`src/crsd_pkg.sv`:
```
`default_nettype none

package crsd_pkg;

  // Result kinds
  localparam logic [1:0] KIND_HEADER = 2'd0;
  localparam logic [1:0] KIND_DATA   = 2'd1;
  localparam logic [1:0] KIND_ABORT  = 2'd2;

  // Register word indexes
  localparam logic REG_HEADER_SKIP = 1'b0;

  localparam logic [7:0] HEADER_SKIP_RST = 8'd48;
  localparam int         ID_W            = 29;
  localparam int         EXT_BIT         = 31;
  localparam logic [2:0] HDR_LAST_POS    = 3'd7;

  // Record header fields shared by every result of a record
  typedef struct packed {
    logic [ID_W-1:0] frame_id;
    logic            extended;
    logic [3:0]      dlc;
    logic            brs;
    logic            esi;
    logic            fd_format;
    logic            channel;
  } rec_hdr_t;

  // One queued entry: a primary result plus an optional trailing abort
  typedef struct packed {
    rec_hdr_t   hdr;
    logic [1:0] kind;
    logic [7:0] data_byte;
    logic [7:0] byte_index;
    logic       last;
    logic       abort;
    logic [7:0] abort_index;
  } out_entry_t;

  // Record length rounded up to a CAN FD DLC, saturating at 15
  function automatic logic [3:0] len_to_dlc(input logic [7:0] len);
    logic [3:0] d;
    if (len <= 8'd8)       d = len[3:0];
    else if (len <= 8'd12) d = 4'd9;
    else if (len <= 8'd16) d = 4'd10;
    else if (len <= 8'd20) d = 4'd11;
    else if (len <= 8'd24) d = 4'd12;
    else if (len <= 8'd32) d = 4'd13;
    else if (len <= 8'd48) d = 4'd14;
    else                   d = 4'd15;
    return d;
  endfunction

endpackage

`default_nettype wire

```
`src/can_record_stream_deframer.sv`:
```
`default_nettype none

// CAN record stream deframer. Takes one UDP payload byte per transfer, skips
// header_skip leading bytes (register at byte address 0, reset 48), then cuts
// the rest into CAN records of 8 header bytes plus "length" data bytes. Each
// kept record gives one header result and one result per data byte; a record
// cut short by the end of payload gets a trailing abort result. Records for a
// channel other than 0 or 1, or for a bus-off channel, are consumed silently.
// Every byte is parsed combinationally, and a byte is taken every cycle as long
// as results are drained at the same pace; a byte that yields two results
// (a result plus an abort) holds the queue head until both are taken. Results sit in
// a two-entry output queue, so in_ready depends only on queue occupancy.
module can_record_stream_deframer (
  input  wire logic        clk,
  input  wire logic        rst_n,
  // input byte stream
  input  wire logic        in_valid,
  output logic             in_ready,
  input  wire logic [7:0]  in_payload_byte,
  input  wire logic        in_last_of_payload,
  input  wire logic        in_bus_off_zero,
  input  wire logic        in_bus_off_one,
  // result stream
  output logic             out_valid,
  input  wire logic        out_ready,
  output logic [1:0]       out_kind,
  output logic [28:0]      out_frame_id,
  output logic             out_extended,
  output logic [3:0]       out_dlc,
  output logic             out_brs,
  output logic             out_esi,
  output logic             out_fd_format,
  output logic             out_channel,
  output logic [7:0]       out_data_byte,
  output logic [7:0]       out_byte_index,
  output logic             out_last,
  // configuration port
  input  wire logic        psel,
  input  wire logic        penable,
  input  wire logic        pwrite,
  input  wire logic [2:0]  paddr,
  input  wire logic [31:0] pwdata,
  output logic [31:0]      prdata,
  output logic             pready
);

  // Configuration register
  logic [7:0] header_skip_r;

  assign pready = 1'b1;

  always_ff @(posedge clk) begin
    if (!rst_n) begin
      header_skip_r <= crsd_pkg::HEADER_SKIP_RST;
    end else if (psel && penable && pwrite && (paddr[2] == crsd_pkg::REG_HEADER_SKIP)) begin
      header_skip_r <= pwdata[7:0];
    end
  end

  always_comb begin
    prdata = 32'd0;
    if (paddr[2] == crsd_pkg::REG_HEADER_SKIP) begin
      prdata = {24'd0, header_skip_r};
    end
  end

  // Parser state
  logic [7:0]  skip_count_r, skip_count_nxt;
  logic [2:0]  header_pos_r, header_pos_nxt;
  logic [55:0] header_bytes_r, header_bytes_nxt;
  logic [7:0]  data_left_r, data_left_nxt;
  logic [7:0]  data_pos_r, data_pos_nxt;
  logic        in_data_r, in_data_nxt;
  logic        dropped_r, dropped_nxt;

  logic [63:0]            hb_new;
  logic [7:0]             left_dec;
  logic [7:0]             rec_len;
  logic [7:0]             rec_chan;
  logic                   has_result;
  crsd_pkg::out_entry_t   new_entry;

  // Header fields of the current record, including the byte just taken
  always_comb begin
    hb_new = {8'd0, header_bytes_r};
    if (!(skip_count_r < header_skip_r) && !in_data_r) begin
      hb_new[{header_pos_r, 3'b000} +: 8] = in_payload_byte;
    end
  end

  assign rec_len  = hb_new[39:32];
  assign rec_chan = hb_new[55:48];
  assign left_dec = data_left_r - 8'd1;

  // Per-byte parse step
  always_comb begin
    skip_count_nxt   = skip_count_r;
    header_pos_nxt   = header_pos_r;
    header_bytes_nxt = hb_new[55:0];
    data_left_nxt    = data_left_r;
    data_pos_nxt     = data_pos_r;
    in_data_nxt      = in_data_r;
    dropped_nxt      = dropped_r;
    has_result       = 1'b0;

    new_entry.hdr.frame_id  = hb_new[crsd_pkg::ID_W-1:0];
    new_entry.hdr.extended  = hb_new[crsd_pkg::EXT_BIT];
    new_entry.hdr.dlc       = crsd_pkg::len_to_dlc(rec_len);
    new_entry.hdr.brs       = hb_new[40];
    new_entry.hdr.esi       = hb_new[41];
    new_entry.hdr.fd_format = hb_new[42];
    new_entry.hdr.channel   = hb_new[48];
    new_entry.kind          = crsd_pkg::KIND_HEADER;
    new_entry.data_byte     = 8'd0;
    new_entry.byte_index    = 8'd0;
    new_entry.last          = 1'b0;
    new_entry.abort         = 1'b0;
    new_entry.abort_index   = 8'd0;

    if (skip_count_r < header_skip_r) begin
      skip_count_nxt = skip_count_r + 8'd1;
    end else if (in_data_r) begin
      data_left_nxt          = left_dec;
      data_pos_nxt           = data_pos_r + 8'd1;
      in_data_nxt            = (left_dec != 8'd0);
      has_result             = !dropped_r;
      new_entry.kind         = crsd_pkg::KIND_DATA;
      new_entry.data_byte    = in_payload_byte;
      new_entry.byte_index   = data_pos_r;
      new_entry.last         = (left_dec == 8'd0);
      new_entry.abort        = in_last_of_payload && (left_dec != 8'd0);
      new_entry.abort_index  = data_pos_r + 8'd1;
    end else if (header_pos_r != crsd_pkg::HDR_LAST_POS) begin
      header_pos_nxt = header_pos_r + 3'd1;
    end else begin
      // Last header byte: decide whether the record is kept
      header_pos_nxt = 3'd0;
      if (rec_chan == 8'd0)      dropped_nxt = in_bus_off_zero;
      else if (rec_chan == 8'd1) dropped_nxt = in_bus_off_one;
      else                       dropped_nxt = 1'b1;
      data_left_nxt   = rec_len;
      data_pos_nxt    = 8'd0;
      in_data_nxt     = (rec_len != 8'd0);
      has_result      = !dropped_nxt;
      new_entry.last  = (rec_len == 8'd0);
      new_entry.abort = in_last_of_payload && (rec_len != 8'd0);
    end

    // End of payload returns the stream to its start
    if (in_last_of_payload) begin
      skip_count_nxt = 8'd0;
      header_pos_nxt = 3'd0;
      data_left_nxt  = 8'd0;
      data_pos_nxt   = 8'd0;
      in_data_nxt    = 1'b0;
      dropped_nxt    = 1'b0;
    end
  end

  logic in_xfer;
  assign in_xfer = in_valid && in_ready;

  always_ff @(posedge clk) begin
    if (!rst_n) begin
      skip_count_r <= 8'd0;
      header_pos_r <= 3'd0;
      data_left_r  <= 8'd0;
      data_pos_r   <= 8'd0;
      in_data_r    <= 1'b0;
      dropped_r    <= 1'b0;
    end else if (in_xfer) begin
      skip_count_r <= skip_count_nxt;
      header_pos_r <= header_pos_nxt;
      data_left_r  <= data_left_nxt;
      data_pos_r   <= data_pos_nxt;
      in_data_r    <= in_data_nxt;
      dropped_r    <= dropped_nxt;
    end
  end

  always_ff @(posedge clk) begin
    if (in_xfer) begin
      header_bytes_r <= header_bytes_nxt;
    end
  end

  // Two-entry output queue; head entry may expand into two results
  crsd_pkg::out_entry_t head_r, tail_r;
  logic [1:0]           cnt_r, cnt_nxt;
  logic                 phase_r;
  logic                 push;
  logic                 out_xfer;
  logic                 head_done;

  assign in_ready  = (cnt_r != 2'd2);
  assign out_valid = (cnt_r != 2'd0);
  assign push      = in_xfer && has_result;
  assign out_xfer  = out_valid && out_ready;
  assign head_done = out_xfer && (phase_r || !head_r.abort);

  always_comb begin
    cnt_nxt = cnt_r;
    if (push && !head_done)      cnt_nxt = cnt_r + 2'd1;
    else if (!push && head_done) cnt_nxt = cnt_r - 2'd1;
  end

  always_ff @(posedge clk) begin
    if (!rst_n) begin
      cnt_r   <= 2'd0;
      phase_r <= 1'b0;
    end else begin
      cnt_r <= cnt_nxt;
      if (head_done)     phase_r <= 1'b0;
      else if (out_xfer) phase_r <= 1'b1;
    end
  end

  always_ff @(posedge clk) begin
    if (head_done) begin
      if (cnt_r == 2'd2) head_r <= tail_r;
      else if (push)     head_r <= new_entry;
      if (push && (cnt_r == 2'd2)) tail_r <= new_entry;
    end else if (push) begin
      if (cnt_r == 2'd0) head_r <= new_entry;
      else               tail_r <= new_entry;
    end
  end

  // Result view of the head entry
  assign out_frame_id  = head_r.hdr.frame_id;
  assign out_extended  = head_r.hdr.extended;
  assign out_dlc       = head_r.hdr.dlc;
  assign out_brs       = head_r.hdr.brs;
  assign out_esi       = head_r.hdr.esi;
  assign out_fd_format = head_r.hdr.fd_format;
  assign out_channel   = head_r.hdr.channel;

  always_comb begin
    if (phase_r) begin
      out_kind       = crsd_pkg::KIND_ABORT;
      out_data_byte  = 8'd0;
      out_byte_index = head_r.abort_index;
      out_last       = 1'b1;
    end else begin
      out_kind       = head_r.kind;
      out_data_byte  = head_r.data_byte;
      out_byte_index = head_r.byte_index;
      out_last       = head_r.last;
    end
  end

endmodule

`default_nettype wire

```
`config.mk`:
```
export PLATFORM = sky130hd
export DESIGN_NAME = can_record_stream_deframer
export DESIGN_NICKNAME = d
export VERILOG_FILES = /design/src/crsd_pkg.sv /design/src/can_record_stream_deframer.sv
export SDC_FILE = /design/constraint.sdc
export NUM_CORES = 1
export LEC_CHECK = 0
export BUFFER_PORTS_ARGS = -buffer_cell sky130_fd_sc_hd__buf_2
export CAP_MARGIN = 5
export CELL_PAD_IN_SITES_DETAIL_PLACEMENT = 0
export CELL_PAD_IN_SITES_GLOBAL_PLACEMENT = 1
export CORE_MARGIN = 4
export CORE_UTILIZATION = 50
export DETAILED_ROUTE_END_ITERATION = 8
export HOLD_SLACK_MARGIN = 0.12
export PLACE_DENSITY = 0.95
export REMOVE_ABC_BUFFERS = 1
export SETUP_SLACK_MARGIN = 0.15
export SYNTH_ARGS = -nofsm -noshare
export SYNTH_HDL_FRONTEND = slang
export SYNTH_SLANG_ARGS = --single-unit
```
`constraint.sdc`:
```
create_clock -name clk -period 17.19 [get_ports clk]
set_clock_uncertainty 0.15 [all_clocks]
set_input_delay 1.719 -clock clk [delete_from_list [all_inputs] [get_ports clk]]
set_output_delay 1.719 -clock clk [all_outputs]
set_load 0.005 [all_outputs]
```
==> results of run 1 <==
==> power breakdown <==
group	leakage [uW]	switching, uW	internal [uW]
clock	0.000305	187	241
sequential	0.00176	1.09	572
combinational	0.00173	19.5	9.62
total	0.00380	208	822
==> kinds of logic after synthesis <==
group	after synthesis	share of synthesized area
AOI/OAI and AO/OA	97	0.0644
xor gates and xnor gates	19	0.0159
adders and majority gates	17	0.0203
buffers and inverters	115	0.0639
DFF	219	0.589
muxes	108	0.121
other	2	0.000716
and+or+nand+nor	252	0.125
==> sequential cells by signal (all words and copies together), names as in the netlist, 2 cells and up <==
signal	cells
skip_count_r	8
out_frame_id	29
tail_r	65
header_skip_r	8
data_pos_r	8
out_dlc	4
header_bytes_r	49
header_pos_r	3
data_left_r	8
head_r	27
cnt_r	2
==> metrics by stage <==
step | power (uW) | hold WS [ns] | setup slack, ns | cell area [sq um] | cells
6_report | 1030 | 0.315 | 11.91 | 11500 | 1161
5_1_grt | 1060 | 0.339 | 11.48 | 11500 | 1161
4_1_cts | 1040 | 0.316 | 11.89 | 11500 | 1161
3_5_place_dp | 613 | 0.307 | 11.43 | 10800 | 1124
3_3_place_gp | 612 | 0.302 | 11.48 | 10800 | 1124
2_1_floorplan | 599 | 0.293 | 8.59 | 9980 | 757
==> how the worst max path moves through the flow <==
stage	endpoint	slack [ns]
final	out_frame_id[17]$_DFFE_PP_	11.91
after global routing	out_frame_id[13]$_DFFE_PP_	11.48
after CTS	out_frame_id[17]$_DFFE_PP_	11.89
after detailed placement	out_frame_id[16]$_DFFE_PP_	11.43
after global placement	out_frame_id[16]$_DFFE_PP_	11.48
after floorplan	tail_r[0]$_DFFE_PP_	8.59
==> critical path: stages, from the launching register on <==
cell and delay (ns):
dfxtp_1 0.59, inv_1 0.15, ha_1 0.61, nor4b_1 0.40, nand2_1 0.17, nor2_2 0.38
mux2i_1 0.20, a2111oi_2 0.40, o21ai_0 0.16, ha_1 0.25, nor3_1 0.19, o31a_2 0.69
buf_4 0.55
==> per-layer routing <==
| layer | wire length (um) | global-route usage |
|---|---|---|
| met1 | 8370 | 0.215 |
| met2 | 10200 | 0.297 |
| met3 | 1380 | 0.0260 |
| met4 | 225 | 0.0327 |
| met5 | 0 | 0 |
==> layout by cell type, fill, tap and decap left out, types with 11 or more instances in the layout <==
| master | n |
|---|---|
| nand4_1 | 11 |
| buf_2 | 93 |
| dfxtp_1 | 40 |
| nand3_1 | 12 |
| nor2b_1 | 21 |
| and3_1 | 22 |
| conb_1 | 25 |
| ha_1 | 17 |
| a21oi_1 | 11 |
| nor2_1 | 58 |
| clkbuf_16 | 21 |
| inv_1 | 19 |
| mux2_4 | 16 |
| o21ai_0 | 24 |
| a21boi_0 | 13 |
| nor3_1 | 13 |
| mux2_2 | 87 |
| nand2_1 | 64 |
| edfxtp_1 | 179 |
==> cell type report <==
cell class / instances / area [sq um] / area share
Sequential cell: 219 / 6180 / 0.539
Multi-Input combinational cell: 518 / 3750 / 0.327
Clock buffer: 27 / 548 / 0.0478
Timing Repair Buffer: 97 / 495 / 0.0432
Tap cell: 270 / 338 / 0.0295
Clock inverter: 10 / 77.6 / 0.00677
Inverter: 20 / 75.1 / 0.00655
==> impl_metrics.yaml, run 1 <==
timing:
  worst_slew_pin_slew_ns: 1.06
  maxSlewViolCount: 0
  slew_headroom: 0.297
  fin_crit_sh: 0.307
  fin_setup_tns_ns: 0
  rsz0062_at_grt: "no"
  fmax_mhz: 189
  hold_violations: 0
  setup_viol: 0
  min_period_ns: 5.28
global_route:
  track_usage: 0.165
  grt_pass1_wl_mm: 32.1
  grt-ovfl-total: 0
  grt_max_degree: 71
  first_global_vias: 6189
  antenna_found_initial: 0
synth:
  synth_ff_type: "edfxtp_1"
  ys_seq_area_frac: 0.589
  ys_async_sr_fraction: 0
  ys_top_cells_by_area: "edfxtp_1 (51%), mux2_2 (9.3%), dfxtp_1 (7.6%), buf_4 (4.3%), mux2_4 (2.3%)"
  synth.most_common_cell: "edfxtp_1"
  syn_inst: 829
  synth-edff-count: 179
  synth_area_per_cell_sq_um: 12.7
  yosysTopAreaCell: "edfxtp_1"
  ys_warn_count: 0
  synth_common_cells: "edfxtp_1 (179), mux2_2 (87), nand2_1 (64), buf_4 (60), nor2_1 (58)"
  netlist_area_sq_mm: 0.0105
  synthDistinctLibCells: 61
  synth_top_area_frac: 0.512
  synth-seq-cells: 219
drt:
  dr.pass1.iters: 5
  avgViaCountPerCell: 5.48
  ant_nets: 0
  routed_wl_mm: 20.2
  drc: 0
  drtIter0Drc: 478
  vias: 6366
  wl_per_cell_um: 17.4
die:
  start_util: 0.514
  fp.dieW_um: 153
  core_area_sq_mm: 0.0204
  fp.dieH_um: 153
  dieArea_sq_mm: 0.0234
  rows: 52
  ios: 145
hold_path:
  worstHoldEndpoint: "header_skip_r[3]$_SDFFE_PN0P_"
  min_path_cells: 2
  min_path_type: "reg2reg"
  worstHoldStart: "header_skip_r[3]$_SDFFE_PN0P_"
finish:
  syn_to_final_growth_pct: 9.23
  layout-drive-gt1-share: 0.275
  diodes: 0
  final.fill_count: 1670
  post-route-util: 0.561
  fin_nets: 947
worst_setup_path:
  worstSetupEndpointType: "register"
  required_ns: 17.18
  reg2reg_slack_ns: 11.91
  worst_ep_arrival_time_ns: 5.27
  reg2reg_depth: 12
  worst-path-max-fanout: 34
  crit_type: "reg2reg"
  r2r_start: "header_pos_r[0]$_SDFFE_PN0P_"
  startpoint_type: "register"
  r2r-end: "out_frame_id[17]$_DFFE_PP_"
  cp-startpoint: "header_pos_r[0]$_SDFFE_PN0P_"
clock_network:
  cts_sinks: 219
  cts_root_buffer: "clkbuf_16"
  htreeDepth: 1
  ctsResizeCount: 0
  clk_pin_slew_ns: 0.06
  clockBufferDepth: 3
  clock_latency_ns: 0.49
  cts_hold_buf: 0
  post_cts_buffers: 0
  cts_tree: "built"
  cts_buffers: 21
place:
  portBuffers: 93
  gp_congestion: 0.814
  dpl.hpwl_mm: 12.9
power_and_ir_drop:
  power_density_mw_per_mm2: 89.9
  ir_worst_vdd_mv: 0.0549
  leakagePower_uw: 0.00380
status:
  outcome: "complete, no violations"
flow_run:
  cap_violations: 0
(Power assumes the default switching activity.)
==> inputs of run 2 (changes only) <==
Settings changed: ABC_AREA from default to 1, CORE_UTILIZATION 50 to 40, PLACE_DENSITY 0.95 to 0.86.
Clock period 17.19 ns to 4.8 ns, I/O delays scaled along.
==> run 2 against run 1 <==
Via count up 14%. Largest power group unchanged. Final cell count grew 30%. First-iteration DRC count is 7.1% higher. Largest cell class unchanged. Sequential power rose to 3.6 times the previous value. Highest routed layer is now met5. Critical path depth increased by 7. Core utilization down 11 points. Global-route usage down 1.5 points. Die area up 24%. Clock-buffer cell count grew 3.
==> impl_metrics.yaml, run 2 <==
global_route:
  grt_pass1_wl_mm: 35.5
  track_usage: 0.150
  antenna_found_initial: 2
  grt-ovfl-total: 0
  first_global_vias: 6875
  grt_max_degree: 68
synth:
  yosysTopAreaCell: "edfxtp_1"
  ys_seq_area_frac: 0.587
  synthAdderAreaFrac: 0.0202
  ys_async_sr_fraction: 0
  synth_area_per_cell_sq_um: 9.62
  synth-simple-area-share: 0.204
  synth-edff-count: 179
  synth_top_area_frac: 0.511
  ys_top_cells_by_area: "edfxtp_1 (51%), nand2_1 (12%), dfxtp_1 (7.6%), buf_4 (4.3%), inv_1 (3.0%)"
  synthDistinctLibCells: 49
  netlist_area_sq_mm: 0.0105
  synth_common_cells: "nand2_1 (341), edfxtp_1 (179), inv_1 (85), nor2_1 (82), buf_4 (60)"
  synth_mux_area_frac: 0.0139
  synth-xor-area-share: 0.00666
  synth_ff_type: "edfxtp_1"
  ys_warn_count: 0
  synth_top_family_by_area: "simple AND/OR/NAND/NOR gates"
  synth_compound_area_frac: 0.0731
  synth.most_common_cell: "nand2_1"
  syn_inst: 1094
  synth-seq-cells: 219
die:
  fp.dieW_um: 170
  core_area_sq_mm: 0.0260
  ios: 145
  fp.dieH_um: 170
  rows: 59
  dieArea_sq_mm: 0.0290
  start_util: 0.405
power_and_ir_drop:
  ir_worst_vdd_mv: 0.184
  finalPower_uw: 3990
  power_density_mw_per_mm2: 337
  leakagePower_uw: 0.00492
finish:
  syn_to_final_growth_pct: 12.6
  final_common_cell: "nand2_1"
  final_cell_mix: "nand2_1 (340), edfxtp_1 (179), buf_2 (93), inv_1 (84), nor2_1 (80)"
  largest_reg_flops: 65
  final_cells: 1515
  fin_nets: 1233
  layout-drive-gt1-share: 0.174
  diodes: 0
  design_area_sq_mm: 0.0118
  largest-register: "tail_r"
clock_network:
  clock_latency_ns: 0.51
  cts_root_buffer: "clkbuf_16"
  post_cts_buffers: 0
  clk_pin_slew_ns: 0.06
  cts_tree: "built"
  cts_buffers: 23
  htreeDepth: 1
  clockBufferDepth: 3
  cts_sinks: 219
timing:
  setup_viol: 0
  rsz0062_at_grt: "no"
  maxSlewViolCount: 0
  fmax_mhz: 236
  fin_crit_sh: 0.884
  min_period_ns: 4.24
  hold_violations: 0
  worst_slew_pin_slew_ns: 0.969
  slew_headroom: 0.352
drt:
  dr.pass1.iters: 5
  vias: 7275
  drtIter0Drc: 512
  wl_per_cell_um: 14.6
  drc: 0
  routed_wl_mm: 22.1
  avgViaCountPerCell: 4.80
  ant_nets: 0
worst_setup_path:
  worstSetupEndpointType: "register"
  required_ns: 4.84
  startpoint_type: "register"
  worst_ep_arrival_time_ns: 4.29
  worst-path-max-fanout: 23
  crit_type: "reg2reg"
place:
  portBuffers: 93
  dpl.hpwl_mm: 14.7
  placed_cell_area_sq_mm: 0.0110
  placed_cells: 1465
  gp_congestion: 0.792
hold_path:
  min_path_type: "in2reg"
status:
  outcome: "complete, no violations"
flow_run:
  cap_violations: 0
run 2: cell types whose count changed after synthesis, sizes merged, moves of 11 or more:
| cell | before | now |
|---|---|---|
| nand3 | 13 | 24 |
| nand2 | 64 | 350 |
| nor2 | 60 | 85 |
| nor2b | 21 | 0 |
| and3 | 22 | 3 |
| mux2 | 103 | 13 |
| a21boi | 13 | 2 |
| o21ai | 27 | 46 |
| o21a | 5 | 20 |
| a21oi | 11 | 53 |
| inv | 20 | 100 |
run 2: per-layer routing:
metal	GRT usage	routed length, um
met1	0.203	10100
met2	0.252	10400
met3	0.0297	1140
met4	0.0337	395
met5	0	21
run 2: worst paths after layout:
| check | start | endpoint | slack [ns] | cells after the start |
|---|---|---|---|---|
| min reg2reg | data_left_r[1]$_SDFFE_PN0P_ | data_left_r[1]$_SDFFE_PN0P_ | 0.32 | 2 |
| max reg2reg | header_pos_r[0]$_SDFFE_PN0P_ | out_frame_id[0]$_DFFE_PP_ | 0.56 | 19 |
| max | header_pos_r[0]$_SDFFE_PN0P_ | out_frame_id[0]$_DFFE_PP_ | 0.56 | 19 |
| min | rst_n | header_skip_r[4]$_SDFFE_PN1P_ | 0.16 | 2 |
run 2: cells by family (layout without fill, tap and decap cells):
| group | count (synthesis) | count (layout) |
|---|---|---|
| compound gates | 133 | 133 |
| xor+xnor | 8 | 8 |
| fa+ha+maj | 17 | 17 |
| buf+inv | 197 | 260 |
| flops | 219 | 219 |
| mux | 13 | 13 |
| other cells | 2 | 25 |
| simple gates | 505 | 505 |
run 2: power by group:
| group | switching (uW) | total, uW | internal, uW |
|---|---|---|---|
| clock network | 715 | 1680 | 968 |
| registers | 12.7 | 2090 | 2080 |
| logic | 146 | 216 | 70.5 |
| total | 873 | 3990 | 3120 |
run 2: repair_timing:
action | in CTS | in global routing
resized for setup | 0 | 1
endpoints found under the setup margin | 0 | 94
hold buffers | 8 | 0
hold endpoints to repair | 8 | 0
run 2: area by class of cell:
class                   instances  area (sq um)
fillers                      2454         14100
flip-flops and latches        219          6180
multi-input cells             701          3470
repair buffers                117           691
clock buffers                  30           622
well taps                     335           419
inverters                     101           379
clock inverters                12          90.1
run 2: critical path: stages, from the launching register on:
cell	delay, ns
dfxtp_1	0.50
inv_2	0.11
ha_1	0.46
inv_2	0.17
nor2_1	0.16
nand3_1	0.21
nor2_2	0.44
nand2_1	0.11
o21a_1	0.14
nor2_1	0.08
nand2_1	0.06
nor2_1	0.14
nand3_1	0.10
nand2_1	0.08
nand2_1	0.11
ha_1	0.27
inv_1	0.06
nand2_1	0.08
a21oi_4	0.15
buf_4	0.31
run 2: stage by stage:
step | util | TNS [ns] | hold WS (ns) | worst slack, ns
5_1_grt | 0.456 | 0 | 0.167 | 0.173
3_5_place_dp | 0.425 | 0 | 0.313 | 0.416
2_1_floorplan | - | -211.71 | 0.294 | -1.90
6_report | 0.456 | 0 | 0.156 | 0.555
4_1_cts | 0.456 | 0 | 0.142 | 0.356
3_3_place_gp | 0.425 | 0 | 0.304 | 0.484
==> inputs of run 3 (changes only) <==
Settings changed: CELL_PAD_IN_SITES_DETAIL_PLACEMENT 0 to 1.
==> run 3 against run 2 <==
Power grew 2.4%. Maximum frequency shrank 1.3%. Clock power grew 5%. Routed wire length grew 19%. Setup slack lost 0.057 ns. Critical path depth grew 2. Critical endpoint unchanged. Highest routed layer unchanged.
==> impl_metrics.yaml, run 3 (synthesis gave the netlist of run 2 again) <==
place:
  pre_cts_slack_ns: 0.349
  dpl.hpwl_mm: 17.5
  gp_congestion: 0.792
  portBuffers: 93
  placed_cells: 1465
drt:
  drc: 0
  wl_per_cell_um: 17.3
  dr.pass1.iters: 5
  routed_wl_mm: 26.3
  avgViaCountPerCell: 5.09
  top_layer: "met5"
  vias: 7743
  ant_nets: 0
  m1WireLength_mm: 10.5
  dr_wl_met2_mm: 13.4
  drtIter0Drc: 609
  wl_met3_mm: 1.60
global_route:
  antenna_found_initial: 2
  grt-ovfl-total: 0
  track_usage: 0.183
  first_global_vias: 8300
  grt_pass1_wl_mm: 43.0
  grt_max_degree: 68
finish:
  largest_reg_flops: 65
  syn_to_final_growth_pct: 13.1
  layout-drive-gt1-share: 0.173
  final_common_cell: "nand2_1"
  final_cells: 1521
  largest-register: "tail_r"
  post-route-util: 0.458
  fin_nets: 1235
  final_cell_mix: "nand2_1 (340), edfxtp_1 (179), buf_2 (93), inv_1 (84), nor2_1 (80)"
hold_path:
  min_path_cells: 2
  worstHoldStart: "rst_n"
  min_path_type: "in2reg"
  worstHoldEndpoint: "header_skip_r[5]$_SDFFE_PN1P_"
power_and_ir_drop:
  pwr-share-clk: 0.431
  swShare: 0.228
  power_density_mw_per_mm2: 344
  finalPower_uw: 4090
  p_switching_uw: 933
  ir_worst_vdd_mv: 0.207
  pwr-share-comb: 0.057
  seqPwrFrac: 0.513
  leakagePower_uw: 0.00494
  internal_power_uw: 3150
timing:
  fin_crit_sh: 0.896
  slew_headroom: 0.364
  rsz0062_at_grt: "no"
  min_period_ns: 4.30
  hold_violations: 0
  worst_hold_slack_ns: 0.135
  setup_viol: 0
  fin_ws_ns: 0.498
  fmax_mhz: 232
  maxSlewViolCount: 0
  worst_slew_pin_slew_ns: 0.948
flow_run:
  cap_violations: 0
die:
  dieArea_sq_mm: 0.0290
  core_area_sq_mm: 0.0260
  ios: 145
  rows: 59
  fp.dieH_um: 170
  start_util: 0.405
  fp.dieW_um: 170
clock_network:
  cts_buffers: 25
  clock_latency_ns: 0.53
  clockBufferDepth: 3
  htreeDepth: 1
  post_cts_buffers: 0
  clk_pin_slew_ns: 0.06
  cts_tree: "built"
  cts_root_buffer: "clkbuf_16"
  cts_sinks: 219
worst_setup_path:
  critPathMostFrequentCell: "nand2_1"
  worst_ep_arrival_time_ns: 4.36
  worstSetupEndpointType: "register"
  r2r_start: "header_pos_r[0]$_SDFFE_PN0P_"
  cp_slowest_cell: "dfxtp_1"
  path_buf_inv: 4
  crit_type: "reg2reg"
  required_ns: 4.86
  crit_family: "simple AND/OR/NAND/NOR gates"
  worst-path-max-fanout: 23
  startpoint_type: "register"
  reg2reg_slack_ns: 0.50
  crit_path_cell_trace: "inv_2 -> ha_1 -> ha_1 -> nor2_2 -> inv_2 -> nor2_1 -> nand3_1 -> nor2_4 -> nand2_1 -> o21a_1 -> nor2_1 -> nand2_1 -> nor2_1 -> nand3_1 -> nand2_1 -> nand2_1 -> ha_1 -> inv_1 -> nand2_1 -> a21oi_4 -> buf_4"
  cpPeakStageDelay_ns: 0.50
  reg2reg_depth: 21
  r2r-end: "out_frame_id[0]$_DFFE_PP_"
status:
  outcome: "complete, no violations"
## run 3: cell types whose count changed in the layout (fill, tap and decap cells not counted)
| cell | previous run | this run |
|---|---|---|
| bufinv_16 | 1 | 0 |
| clkbuf_1 | 5 | 9 |
| clkbuf_16 | 23 | 25 |
| clkinv_2 | 7 | 5 |
| diode_2 | 0 | 2 |
| inv_16 | 0 | 1 |
| nor2_2 | 2 | 1 |
| nor2_4 | 3 | 4 |
## run 3: what timing repair did
action,in CTS,in global routing
endpoints found under the hold margin,8,0
resized for setup,0,2
endpoints found under the setup margin,0,131
hold buffers,8,0
## run 3: worst max path at each step
stage / start / end / slack [ns] / cells past startpoint
6_report: header_pos_r[0]$_SDFFE_PN0P_ / out_frame_id[0]$_DFFE_PP_ / 0.50 / 21
5_1_grt: header_pos_r[0]$_SDFFE_PN0P_ / out_frame_id[28]$_DFFE_PP_ / 0.17 / 21
4_1_cts: header_pos_r[0]$_SDFFE_PN0P_ / out_frame_id[28]$_DFFE_PP_ / 0.19 / 21
3_5_place_dp: header_pos_r[0]$_SDFFE_PN0P_ / out_frame_id[0]$_DFFE_PP_ / 0.35 / 19
3_3_place_gp: header_pos_r[0]$_SDFFE_PN0P_ / out_frame_id[1]$_DFFE_PP_ / 0.48 / 21
2_1_floorplan: in_data_r$_SDFFE_PN0P_ / head_r[0]$_DFFE_PP_ / -1.90 / 15
## run 3: metrics by stage
stage | cell area (sq um) | TNS [ns]
2_1_floorplan | 9990 | -211.71
3_3_place_gp | 11000 | 0
3_5_place_dp | 11000 | 0
4_1_cts | 11900 | 0
5_1_grt | 11900 | 0
6_report | 11900 | 0
## run 3: layout make-up
cell class	count	area [sq um]
Fill cell	2977	14100
Sequential cell	219	6180
Multi-Input combinational cell	701	3470
Timing Repair Buffer	117	691
Clock buffer	36	687
Tap cell	335	419
Inverter	101	379
Clock inverter	10	70.1
Antenna cell	2	5.00
## run 3: power by group through the flow
stage / Combinational, uW / Sequential (uW) / Clock (uW)
3_3_place_gp: 205 / 2130 / 0
2_1_floorplan: 146 / 2130 / 0
4_1_cts: 230 / 2090 / 1790
6_report: 231 / 2090 / 1760
5_1_grt: 258 / 2100 / 1890
3_5_place_dp: 219 / 2130 / 0
## run 3: worst register-to-register path: stages, from the launching register on
cell and delay (ns):
dfxtp_1 0.50, inv_2 0.12, ha_1 0.21, ha_1 0.23, nor2_2 0.22, inv_2 0.07
nor2_1 0.13, nand3_1 0.26, nor2_4 0.33, nand2_1 0.11, o21a_1 0.13, nor2_1 0.09
nand2_1 0.06, nor2_1 0.14, nand3_1 0.10, nand2_1 0.09, nand2_1 0.12, ha_1 0.27
inv_1 0.07, nand2_1 0.08, a21oi_4 0.16, buf_4 0.33
## run 3: per-layer routing
| layer | global-route usage | vias up |
|---|---|---|
| li1 | - | 3682 |
| met1 | 0.218 | 3750 |
| met2 | 0.330 | 244 |
| met3 | 0.0330 | 65 |
| met4 | 0.0663 | 2 |
| met5 | 0 | - |
